==> config.mk <==
export PLATFORM = sky130hd
export DESIGN_NAME = dcpl_flags
export DESIGN_NICKNAME = d
export VERILOG_FILES = /design/src/dcpl_pkg.sv /design/src/dcpl_flags.sv
export SDC_FILE = /design/constraint.sdc
export NUM_CORES = 1
export LEC_CHECK = 0
export BUFFER_PORTS_ARGS = -buffer_cell sky130_fd_sc_hd__buf_2
export CORE_ASPECT_RATIO = 0.6
export CORE_MARGIN = 3
export CORE_UTILIZATION = 30
export DETAILED_ROUTE_END_ITERATION = 10
export HOLD_SLACK_MARGIN = 0.06
export PLACE_DENSITY = 0.47
export RECOVER_POWER = 25
export SLEW_MARGIN = 20
export SYNTH_ARGS = -nofsm -noshare
export SYNTH_HDL_FRONTEND = slang
export SYNTH_SLANG_ARGS = --single-unit
==> constraint.sdc <==
create_clock -name clk -period 5.96 [get_ports clk]
set_input_delay 0.894 -clock clk [delete_from_list [all_inputs] [get_ports clk]]
set_output_delay 0.894 -clock clk [all_outputs]
set_load 0.05 [all_outputs]
==> src/dcpl_pkg.sv <==
// Shared types and constants for the dynamic common prefix length block.
// Used by dcpl_flags and dynamic_common_prefix_length; depends on nothing.
`default_nettype none

package dcpl_pkg;

    localparam int DEF_MAX_LEN = 1024;
    localparam int POS_W       = 11;
    localparam int CHAR_W      = 8;
    localparam int LEN_W       = 11;
    localparam logic [LEN_W-1:0] LEN_RESET = 11'd1024;

    // Match flags are kept in rows of this many bits.
    localparam int ROW_W  = 32;
    localparam int ROW_SH = 5;

    typedef enum logic [2:0] {
        S_CLEAR,
        S_IDLE,
        S_RD,
        S_SRCH,
        S_FIN
    } dcpl_state_t;

    typedef struct packed {
        logic clear;
        logic fetch;
        logic update;
        logic search;
        logic flag_value;
    } dcpl_ctrl_t;

endpackage

`default_nettype wire

==> src/dcpl_flags.sv <==
// Match flag store: a row memory of match flags plus a per-row summary register,
// with the first-mismatch search. Depends on dcpl_pkg.
`default_nettype none

module dcpl_flags
    import dcpl_pkg::*;
#(
    parameter int MAX_LEN = DEF_MAX_LEN
)
(
    input  wire logic                                       clk,
    input  wire logic                                       rst_n,
    input  wire dcpl_ctrl_t                                 ctrl,
    input  wire logic [((MAX_LEN + ROW_W - 1) / ROW_W > 1 ?
                        $clog2((MAX_LEN + ROW_W - 1) / ROW_W) : 1)-1:0] row,
    input  wire logic [ROW_SH-1:0]                          bit_sel,
    output logic [$clog2(((MAX_LEN + ROW_W - 1) / ROW_W) * ROW_W + 1)-1:0] first_miss
);

    localparam int NROWS = (MAX_LEN + ROW_W - 1) / ROW_W;
    localparam int RW    = (NROWS > 1) ? $clog2(NROWS) : 1;
    localparam int MW    = $clog2(NROWS * ROW_W + 1);

    logic [ROW_W-1:0] mem [NROWS];
    logic [ROW_W-1:0] row_q_reg;
    logic [ROW_W-1:0] new_row;
    logic [NROWS-1:0] summary_reg;
    logic [NROWS-1:0] summary_next;
    logic [RW-1:0]    hit_row_reg;
    logic [RW-1:0]    hit_row_next;
    logic             found_reg;
    logic             found_next;
    logic             zero_found;
    logic [RW-1:0]    zero_row;
    logic [ROW_SH-1:0] zero_bit;
    logic [RW-1:0]    rd_addr;

    always_comb
    begin
        zero_found = 1'b0;
        zero_row   = '0;
        for (int i = NROWS - 1; i >= 0; i--)
        begin
            if (!summary_reg[i])
            begin
                zero_found = 1'b1;
                zero_row   = RW'(i);
            end
        end
    end

    always_comb
    begin
        zero_bit = '0;
        for (int i = ROW_W - 1; i >= 0; i--)
        begin
            if (!row_q_reg[i])
            begin
                zero_bit = ROW_SH'(i);
            end
        end
    end

    always_comb
    begin
        new_row          = row_q_reg;
        new_row[bit_sel] = ctrl.flag_value;
    end

    assign rd_addr = ctrl.search ? zero_row : row;

    always_ff @(posedge clk)
    begin
        if (ctrl.clear)
        begin
            mem[row] <= '1;
        end
        else if (ctrl.update)
        begin
            mem[row] <= new_row;
        end
        if (ctrl.fetch || ctrl.search)
        begin
            row_q_reg <= mem[rd_addr];
        end
    end

    always_comb
    begin
        summary_next = summary_reg;
        hit_row_next = hit_row_reg;
        found_next   = found_reg;
        if (ctrl.update)
        begin
            summary_next[row] = &new_row;
        end
        if (ctrl.search)
        begin
            hit_row_next = zero_row;
            found_next   = zero_found;
        end
    end

    always_ff @(posedge clk or negedge rst_n)
    begin
        if (!rst_n)
        begin
            summary_reg <= '1;
            hit_row_reg <= '0;
            found_reg   <= 1'b0;
        end
        else
        begin
            summary_reg <= summary_next;
            hit_row_reg <= hit_row_next;
            found_reg   <= found_next;
        end
    end

    assign first_miss = found_reg ? MW'({hit_row_reg, zero_bit}) : MW'(NROWS * ROW_W);

endmodule

`default_nettype wire

==> load_flow_metrics.sql, run 1 <==
INSERT INTO impl_metrics (metric_group, metric, value, unit) VALUES
('run_status', 'run_status', 'complete, but fails checks', ''),
('run_status', 'violations', 'max-capacitance violations, max-slew violations', ''),
('worst_setup_path', 'critical-path-max-stage-delay', '1.18', 'ns'),
('layout', 'area_growth_syn_to_layout', '14.21', '%'),
('floorplan', 'design.portCount', '28', ''),
('detailed_routing', 'routed_wirelength', '130600', 'um'),
('layout', 'layout-drive-gt1-share', '0.1104', ''),
('worst_setup_path', 'worst_ep_arrival_time', '5.53', 'ns'),
('floorplan', 'die_w', '500.1', 'um'),
('worst_setup_path', 'timing.critical_path.cells', 'nand4_1, nor4_1, o32ai_1, a21oi_1, nand3_2, buf_4, o22ai_1, nor4_1, nand4_1', ''),
('worst_setup_path', 'timing.rr.start', 'summary_reg[19]$_DFFE_PN1P_', ''),
('sta', 'final-max-slew-violation-count', '301', ''),
('synthesis', 'synth-async-reset-ratio', '0.03473', ''),
('min_path', 'worst_case_hold_path_end_point', 'summary_reg[7]$_DFFE_PN1P_', ''),
('synthesis', 'ys.warnings.count', '0', ''),
('flow_run', 'number_of_max_cap_violations', '15', ''),
('clock_tree', 'post_cts_buffers', '0', ''),
('floorplan', 'std_cell_rows', '108', ''),
('sta', 'final_min_period_over_clock_period', '0.8381', ''),
('clock_tree', 'htreeDepth', '3', ''),
('worst_setup_path', 'cp_slowest_cell', 'sky130_fd_sc_hd__nor4_1', ''),
('clock_tree', 'clock-root-buffer', 'sky130_fd_sc_hd__clkbuf_16', ''),
('clock_tree', 'clockBufferDepth', '3', ''),
('global_routing', 'grt_overflow_total', '0', ''),
('detailed_routing', 'vias', '26526', ''),
('global_routing', 'initial_antenna_violation_count', '0', ''),
('sta', 'setup_repair_after_global_routing_missed_its_margin', 'no', ''),
('global_routing', 'first_global_vias', '24695', ''),
('clock_tree', 'clk_pin_slew_worst_paths', '0.07', 'ns'),
('global_routing', 'largest_net_degree_at_the_start_of_global_routing', '96', ''),
('synthesis', 'number_of_enable_flip_flop_cells_after_synthesis', '1056', ''),
('synthesis', 'yosysSeqAreaShare', '0.7440', ''),
('placed_design', 'io_buffers', '27', ''),
('detailed_routing', 'dr.first_iter.drc_count', '3248', ''),
('global_routing', 'grt_first_pass_wirelength', '187000', 'um'),
('worst_setup_path', 'cp-start-kind', 'register', ''),
('layout', 'layout.core_utilization', '0.3462', ''),
('pwr', 'vdd_ir_drop_max', '245.0', 'uV'),
('clock_tree', 'postCtsResizedCells', '0', ''),
('placed_design', 'placement.setup.worst_slack', '1.064', 'ns'),
('detailed_routing', 'viasPerCell', '5.196', ''),
('synthesis', 'syn-num-nets', '3060', ''),
('min_path', 'hold_removal_path_class', 'reg2reg', ''),
('synthesis', 'synth.cell_area', '43950', 'sq um'),
('floorplan', 'starting_density_of_the_core', '0.3031', ''),
('clock_tree', 'tritoncts_num_sinks', '1094', ''),
('placed_design', 'detailed_place_hpwl', '77140', 'um'),
('sta', 'timing.clock.skew', '0.03041', 'ns'),
('pwr', 'leakage_power_summed_over_all_cells', '17.17', 'nW'),
('layout', 'largest_register_ff_count', '1024', ''),
('sta', 'worst_slack', '0.9651', 'ns'),
('floorplan', 'die-height', '302.5', 'um'),
('layout', 'final_nets', '3115', ''),
('floorplan', 'coreArea', '145000', 'sq um'),
('sta', 'relSlewSlack', '-1.036', ''),
('worst_setup_path', 'worst_r2r_endpoint', 'row_q_reg[14]$_DFFE_PP_', ''),
('worst_setup_path', 'worstSetupPathType', 'reg2reg', ''),
('synthesis', 'synth_cell_types', '63', ''),
('synthesis', 'synth_ff_type', 'sky130_fd_sc_hd__edfxtp_1', ''),
('worst_setup_path', 'worst_ep_required_time', '6.50', 'ns'),
('worst_setup_path', 'worst_r2r_path_depth', '9', ''),
('clock_tree', 'cts_tree', 'yes', ''),
('worst_setup_path', 'crit_start', 'summary_reg[19]$_DFFE_PN1P_', ''),
('min_path', 'min_from', 'summary_reg[7]$_DFFE_PN1P_', ''),
('sta', 'final.setup.tns', '0', 'ns'),
('clock_tree', 'total_clock_buffers_created_by_cts', '96', ''),
('global_routing', 'groute.usage.overall', '0.1692', ''),
('synthesis', 'post_synth_inst_count', '3043', ''),
('sta', 'hold_viol', '0', ''),
('layout', 'layout.filler_cells', '14050', ''),
('sta', 'final_period_minus_worst_setup_slack', '4.995', 'ns');
==> placed cells by master (no fill, tap or decap), types with 14 or more instances in the layout <==
| cell | netlist | final |
|---|---|---|
| sky130_fd_sc_hd__nand3_1 | 288 | 279 |
| sky130_fd_sc_hd__edfxtp_1 | 1056 | 1056 |
| sky130_fd_sc_hd__nor4_1 | 34 | 35 |
| sky130_fd_sc_hd__and3_1 | 37 | 37 |
| sky130_fd_sc_hd__bufinv_16 | 0 | 19 |
| sky130_fd_sc_hd__a31oi_1 | 43 | 43 |
| sky130_fd_sc_hd__buf_2 | 32 | 21 |
| sky130_fd_sc_hd__a211oi_1 | 34 | 34 |
| sky130_fd_sc_hd__nand2_1 | 511 | 508 |
| sky130_fd_sc_hd__nor2_4 | 0 | 23 |
| sky130_fd_sc_hd__clkinv_2 | 0 | 16 |
| sky130_fd_sc_hd__nand4_1 | 48 | 48 |
| sky130_fd_sc_hd__buf_4 | 1 | 89 |
| sky130_fd_sc_hd__a21oi_1 | 22 | 22 |
| sky130_fd_sc_hd__clkinv_1 | 0 | 18 |
| sky130_fd_sc_hd__a22oi_1 | 14 | 14 |
| sky130_fd_sc_hd__clkbuf_16 | 0 | 97 |
| sky130_fd_sc_hd__nor2_1 | 73 | 50 |
| sky130_fd_sc_hd__o22ai_1 | 129 | 129 |
| sky130_fd_sc_hd__o31ai_1 | 34 | 34 |
| sky130_fd_sc_hd__mux2i_1 | 284 | 284 |
| sky130_fd_sc_hd__clkbuf_1 | 112 | 36 |
| sky130_fd_sc_hd__o21ai_0 | 78 | 74 |
| sky130_fd_sc_hd__dfstp_2 | 32 | 30 |
| sky130_fd_sc_hd__inv_1 | 23 | 23 |
==> where the power goes <==
group          internal, mW  switching, mW
logic                 0.245          0.705
registers              8.60          0.114
clock network          3.85           2.94
total                  12.7           3.76
==> worst max-delay path, delay by kind of cell, from the launching register on <==
family	cells	cell delay (ns)
AOI/OAI and AO/OA	3	1.07
and+or+nand+nor	5	2.56
DFF	1	0.69
buffers and inverters	1	0.48
==> layout make-up <==
class                   instances  area (sq um)  share of cell area
multi-input cells            1742         10590              0.2109
flip-flops and latches       1094         32700              0.6514
inverters                      23         86.33            0.001720
clock buffers                 114          2511             0.05002
clock inverters                65         843.3             0.01680
well taps                    1925          2409             0.04798
repair buffers                141          1060             0.02111
diodes                          1         2.502          0.00004985
==> routing by layer <==
| layer | up-vias | GRT usage | share of wire |
|---|---|---|---|
| met5 | - | 0 | 0 |
| met4 | 0 | 0.03564 | 0.017 |
| met3 | 143 | 0.03037 | 0.069 |
| met2 | 902 | 0.2225 | 0.39 |
| met1 | 13666 | 0.2818 | 0.52 |
| li1 | 11815 | - | - |
==> worst max path at each step <==
stage | endpoint | slack, ns
floorplan | mem[0][15]$_DFFE_PP_ | 1.63
global placement | row_q_reg[14]$_DFFE_PP_ | 1.03
detailed placement | row_q_reg[14]$_DFFE_PP_ | 1.06
CTS | row_q_reg[14]$_DFFE_PP_ | 1.28
global route | row_q_reg[14]$_DFFE_PP_ | 0.76
finish | row_q_reg[14]$_DFFE_PP_ | 0.97
==> per-stage QoR <==
stage / hold WS [ns] / power, mW / area (sq um) / instances
after global routing: 0.5194 / 16.99 / 50200 / 5104
after global placement: 0.4885 / 9.828 / 46990 / 4923
after floorplan: 0.4472 / 9.376 / 43950 / 3043
after detailed placement: 0.4955 / 9.831 / 47010 / 4923
final: 0.5072 / 16.46 / 50200 / 5105
after CTS: 0.2851 / 16.59 / 50360 / 5102
==> logic make-up (layout without fill, tap and decap cells) <==
logic type / count (synthesis) / count (layout) / share of synthesized area
and+or+nand+nor: 1045 / 1045 / 0.1078
buffers and inverters: 207 / 343 / 0.02209
muxes: 285 / 285 / 0.06493
other: 0 / 1 / 0
DFF: 1094 / 1094 / 0.7440
AOI/OAI and AO/OA: 412 / 412 / 0.06118
==> Yosys cell counts (37+ instances only) <==
master,number,area share
sky130_fd_sc_hd__o22ai_1,129,0.018
sky130_fd_sc_hd__clkbuf_1,112,0.0096
sky130_fd_sc_hd__nor2_1,73,0.0062
sky130_fd_sc_hd__a31oi_1,43,0.0061
sky130_fd_sc_hd__mux2i_1,284,0.065
sky130_fd_sc_hd__nand3_1,288,0.033
sky130_fd_sc_hd__and3_1,37,0.0053
sky130_fd_sc_hd__nand4_1,48,0.0068
sky130_fd_sc_hd__o21ai_0,78,0.0089
sky130_fd_sc_hd__edfxtp_1,1056,0.72
sky130_fd_sc_hd__nand2_1,511,0.044
Power figures use the tool's default switching activity.
==> inputs of run 2 (changes only) <==
--- a/config.mk
+++ b/config.mk
@@ -11,7 +11,7 @@
 export CORE_UTILIZATION = 30
 export DETAILED_ROUTE_END_ITERATION = 10
 export HOLD_SLACK_MARGIN = 0.06
-export PLACE_DENSITY = 0.47
+export PLACE_DENSITY = 0.48
 export RECOVER_POWER = 25
 export SLEW_MARGIN = 20
 export SYNTH_ARGS = -nofsm -noshare
==> constraint.sdc (replaced) <==
create_clock -name clk -period 4.03 [get_ports clk]
set_input_delay 0.6045 -clock clk [delete_from_list [all_inputs] [get_ports clk]]
set_output_delay 0.6045 -clock clk [all_outputs]
set_load 0.05 [all_outputs]
==> load_flow_metrics.sql, run 2 (synthesis gave the netlist of run 1 again) <==
INSERT INTO impl_metrics (metric_group, metric, value, unit) VALUES
('run_status', 'run_status', 'complete, but fails checks', ''),
('run_status', 'violations', 'max-capacitance violations, max-slew violations', ''),
('floorplan', 'die-height', '302.5', 'um'),
('layout', 'layout-drive-gt1-share', '0.1387', ''),
('layout', 'largest_register_ff_count', '1024', ''),
('floorplan', 'std_cell_rows', '108', ''),
('worst_setup_path', 'path_max_fanout', '3', ''),
('layout', 'layout.cells.most_common', 'sky130_fd_sc_hd__edfxtp_1', ''),
('sta', 'max_freq', '259.6', 'MHz'),
('sta', 'relSlewSlack', '-1.276', ''),
('worst_setup_path', 'worstSetupPathType', 'reg2out', ''),
('sta', 'final_min_period_over_clock_period', '0.9558', ''),
('global_routing', 'initial_antenna_violation_count', '3', ''),
('global_routing', 'grt_overflow_total', '0', ''),
('global_routing', 'first_global_vias', '25732', ''),
('pwr', 'vdd_ir_drop_max', '395.5', 'uV'),
('floorplan', 'die-area', '151300', 'sq um'),
('clock_tree', 'clock-root-buffer', 'sky130_fd_sc_hd__clkbuf_16', ''),
('placed_design', 'gp_congestion', '0.9274', ''),
('pwr', 'leakage_power_summed_over_all_cells', '17.62', 'nW'),
('sta', 'hold_viol', '0', ''),
('worst_setup_path', 'worst_ep_arrival_time', '3.25', 'ns'),
('layout', 'final_nets', '3220', ''),
('clock_tree', 'clk_latency', '0.73', 'ns'),
('placed_design', 'io_buffers', '27', ''),
('detailed_routing', 'routed_wirelength', '138000', 'um'),
('floorplan', 'starting_density_of_the_core', '0.3031', ''),
('detailed_routing', 'viasPerCell', '5.214', ''),
('placed_design', 'detailed_place_hpwl', '81760', 'um'),
('clock_tree', 'cts_tree', 'yes', ''),
('global_routing', 'grt_first_pass_wirelength', '195400', 'um'),
('worst_setup_path', 'critical-path-max-stage-delay', '0.65', 'ns'),
('layout', 'multi_input_comb_area', '10660', 'sq um'),
('floorplan', 'design.portCount', '28', ''),
('detailed_routing', 'vias', '27150', ''),
('global_routing', 'groute.usage.overall', '0.1794', ''),
('sta', 'final-setup-viol-count', '0', ''),
('detailed_routing', 'dr.pass1.iters', '7', ''),
('layout', 'layout.filler_cells', '13894', ''),
('layout', 'area_growth_syn_to_layout', '16.36', '%'),
('pwr', 'power-per-cell-area', '470.7', 'nW/um^2'),
('layout', 'seqCellArea', '32700', 'sq um'),
('detailed_routing', 'drc_errors', '0', ''),
('sta', 'final-max-slew-violation-count', '394', ''),
('worst_setup_path', 'cp-start-kind', 'register', ''),
('clock_tree', 'total_clock_buffers_created_by_cts', '97', ''),
('detailed_routing', 'dr.first_iter.drc_count', '3333', ''),
('sta', 'worst_slack', '0.1782', 'ns'),
('worst_setup_path', 'cpMostUsedCell', 'sky130_fd_sc_hd__o21ai_0', ''),
('clock_tree', 'clockBufferDepth', '3', ''),
('global_routing', 'largest_net_degree_at_the_start_of_global_routing', '69', ''),
('sta', 'final_period_minus_worst_setup_slack', '3.852', 'ns'),
('detailed_routing', 'post_dr_wirelength_cell', '26.49', 'um'),
('floorplan', 'coreArea', '145000', 'sq um'),
('sta', 'timing.clock.skew', '0.04629', 'ns'),
('clock_tree', 'tritoncts_num_sinks', '1094', ''),
('sta', 'setup_repair_after_global_routing_missed_its_margin', 'no', ''),
('floorplan', 'die_w', '500.1', 'um'),
('flow_run', 'number_of_max_cap_violations', '13', ''),
('worst_setup_path', 'crit_end_element', 'output port', ''),
('worst_setup_path', 'worst_ep_required_time', '3.43', 'ns'),
('layout', 'layout.cells.most_common_list', 'sky130_fd_sc_hd__edfxtp_1, sky130_fd_sc_hd__nand2_1, sky130_fd_sc_hd__mux2i_1, sky130_fd_sc_hd__nand3_1, sky130_fd_sc_hd__buf_4', ''),
('pwr', 'p_total', '24.08', 'mW'),
('min_path', 'worstHoldPathCells', '2', ''),
('min_path', 'hold_removal_path_class', 'in2reg', ''),
('sta', 'worst_pin_slew', '3.415', 'ns'),
('clock_tree', 'clk_pin_slew_worst_paths', '0.07', 'ns'),
('detailed_routing', 'drt.antenna.violating_nets', '0', ''),
('worst_setup_path', 'worst_r2r_path_depth', '11', ''),
('worst_setup_path', 'cp_slowest_cell', 'sky130_fd_sc_hd__edfxtp_1', ''),
('placed_design', 'placement.setup.worst_slack', '0.1047', 'ns'),
('worst_setup_path', 'timing.critical_path.cells', 'a21oi_1, o21ai_0, a21boi_0, o21ai_0, a21bo_2, a31oi_1, o21ai_0, a21oi_2, buf_2', ''),
('clock_tree', 'htreeDepth', '3', '');
-- run 2: path summary, 6_finish.rpt --
check	start	endpoint	slack [ns]
min	ctrl[1]	hit_row_reg[0]$_DFFE_PN0P_	0.39
min reg2reg	hit_row_reg[1]$_DFFE_PN0P_	hit_row_reg[1]$_DFFE_PN0P_	0.49
max reg2reg	summary_reg[31]$_DFFE_PN1P_	row_q_reg[14]$_DFFE_PP_	0.30
min in group asynchronous	rst_n	hit_row_reg[4]$_DFFE_PN0P_	1.11
max	row_q_reg[29]$_DFFE_PP_	first_miss[0]	0.18
max in group asynchronous	rst_n	hit_row_reg[1]$_DFFE_PN0P_	1.67
-- run 2: critical path: cells and delay by family, from the launching register on --
| family | cells | cell delay (ns) |
|---|---|---|
| AO/OA/AOI/OAI | 8 | 1.61 |
| flip-flops | 1 | 0.65 |
| buffers and inverters | 1 | 0.29 |
-- run 2: repair_timing --
item / in CTS / in global routing
resized for setup: 0 / 1
hold buffers: 1 / 0
endpoints found under the setup margin: 0 / 1
setup buffers: 0 / 0
hold endpoints to repair: 6 / 0
-- run 2: area by class of cell --
class                   count  share of cell area
repair buffers            245             0.03988
multi-input cells        1742              0.2085
diodes                      2          0.00009786
clock inverters            64             0.01480
inverters                  23            0.001688
clock buffers             112             0.04856
flip-flops and latches   1094              0.6394
well taps                1925             0.04709
-- run 2: per-stage QoR --
stage          cell area, sq um  setup TNS, ns  hold WS, ns  cells    util
2_1_floorplan             43950        -0.5229       0.3089   3043       -
3_3_place_gp              48090              0       0.4740   5028  0.3317
3_5_place_dp              48090              0       0.4748   5028  0.3317
4_1_cts                   51350              0       0.2125   5205  0.3541
5_1_grt                   51140              0       0.4029   5207  0.3527
6_report                  51140              0       0.3908   5207  0.3527
-- run 2: routing by layer --
| metal | vias up | wire, um | GRT usage |
|---|---|---|---|
| met1 | 13907 | 69860 | 0.2901 |
| met3 | 144 | 12000 | 0.04445 |
| li1 | 12032 | - | - |
| met4 | 0 | 2484 | 0.03983 |
| met5 | - | 0 | 0 |
| met2 | 1067 | 53620 | 0.2359 |
-- run 2: power by group --
group	internal (mW)	total [mW]	switching, mW
registers	12.7	12.9	0.167
logic	0.445	1.53	1.08
clock network	5.25	9.66	4.41
total	18.4	24.1	5.66
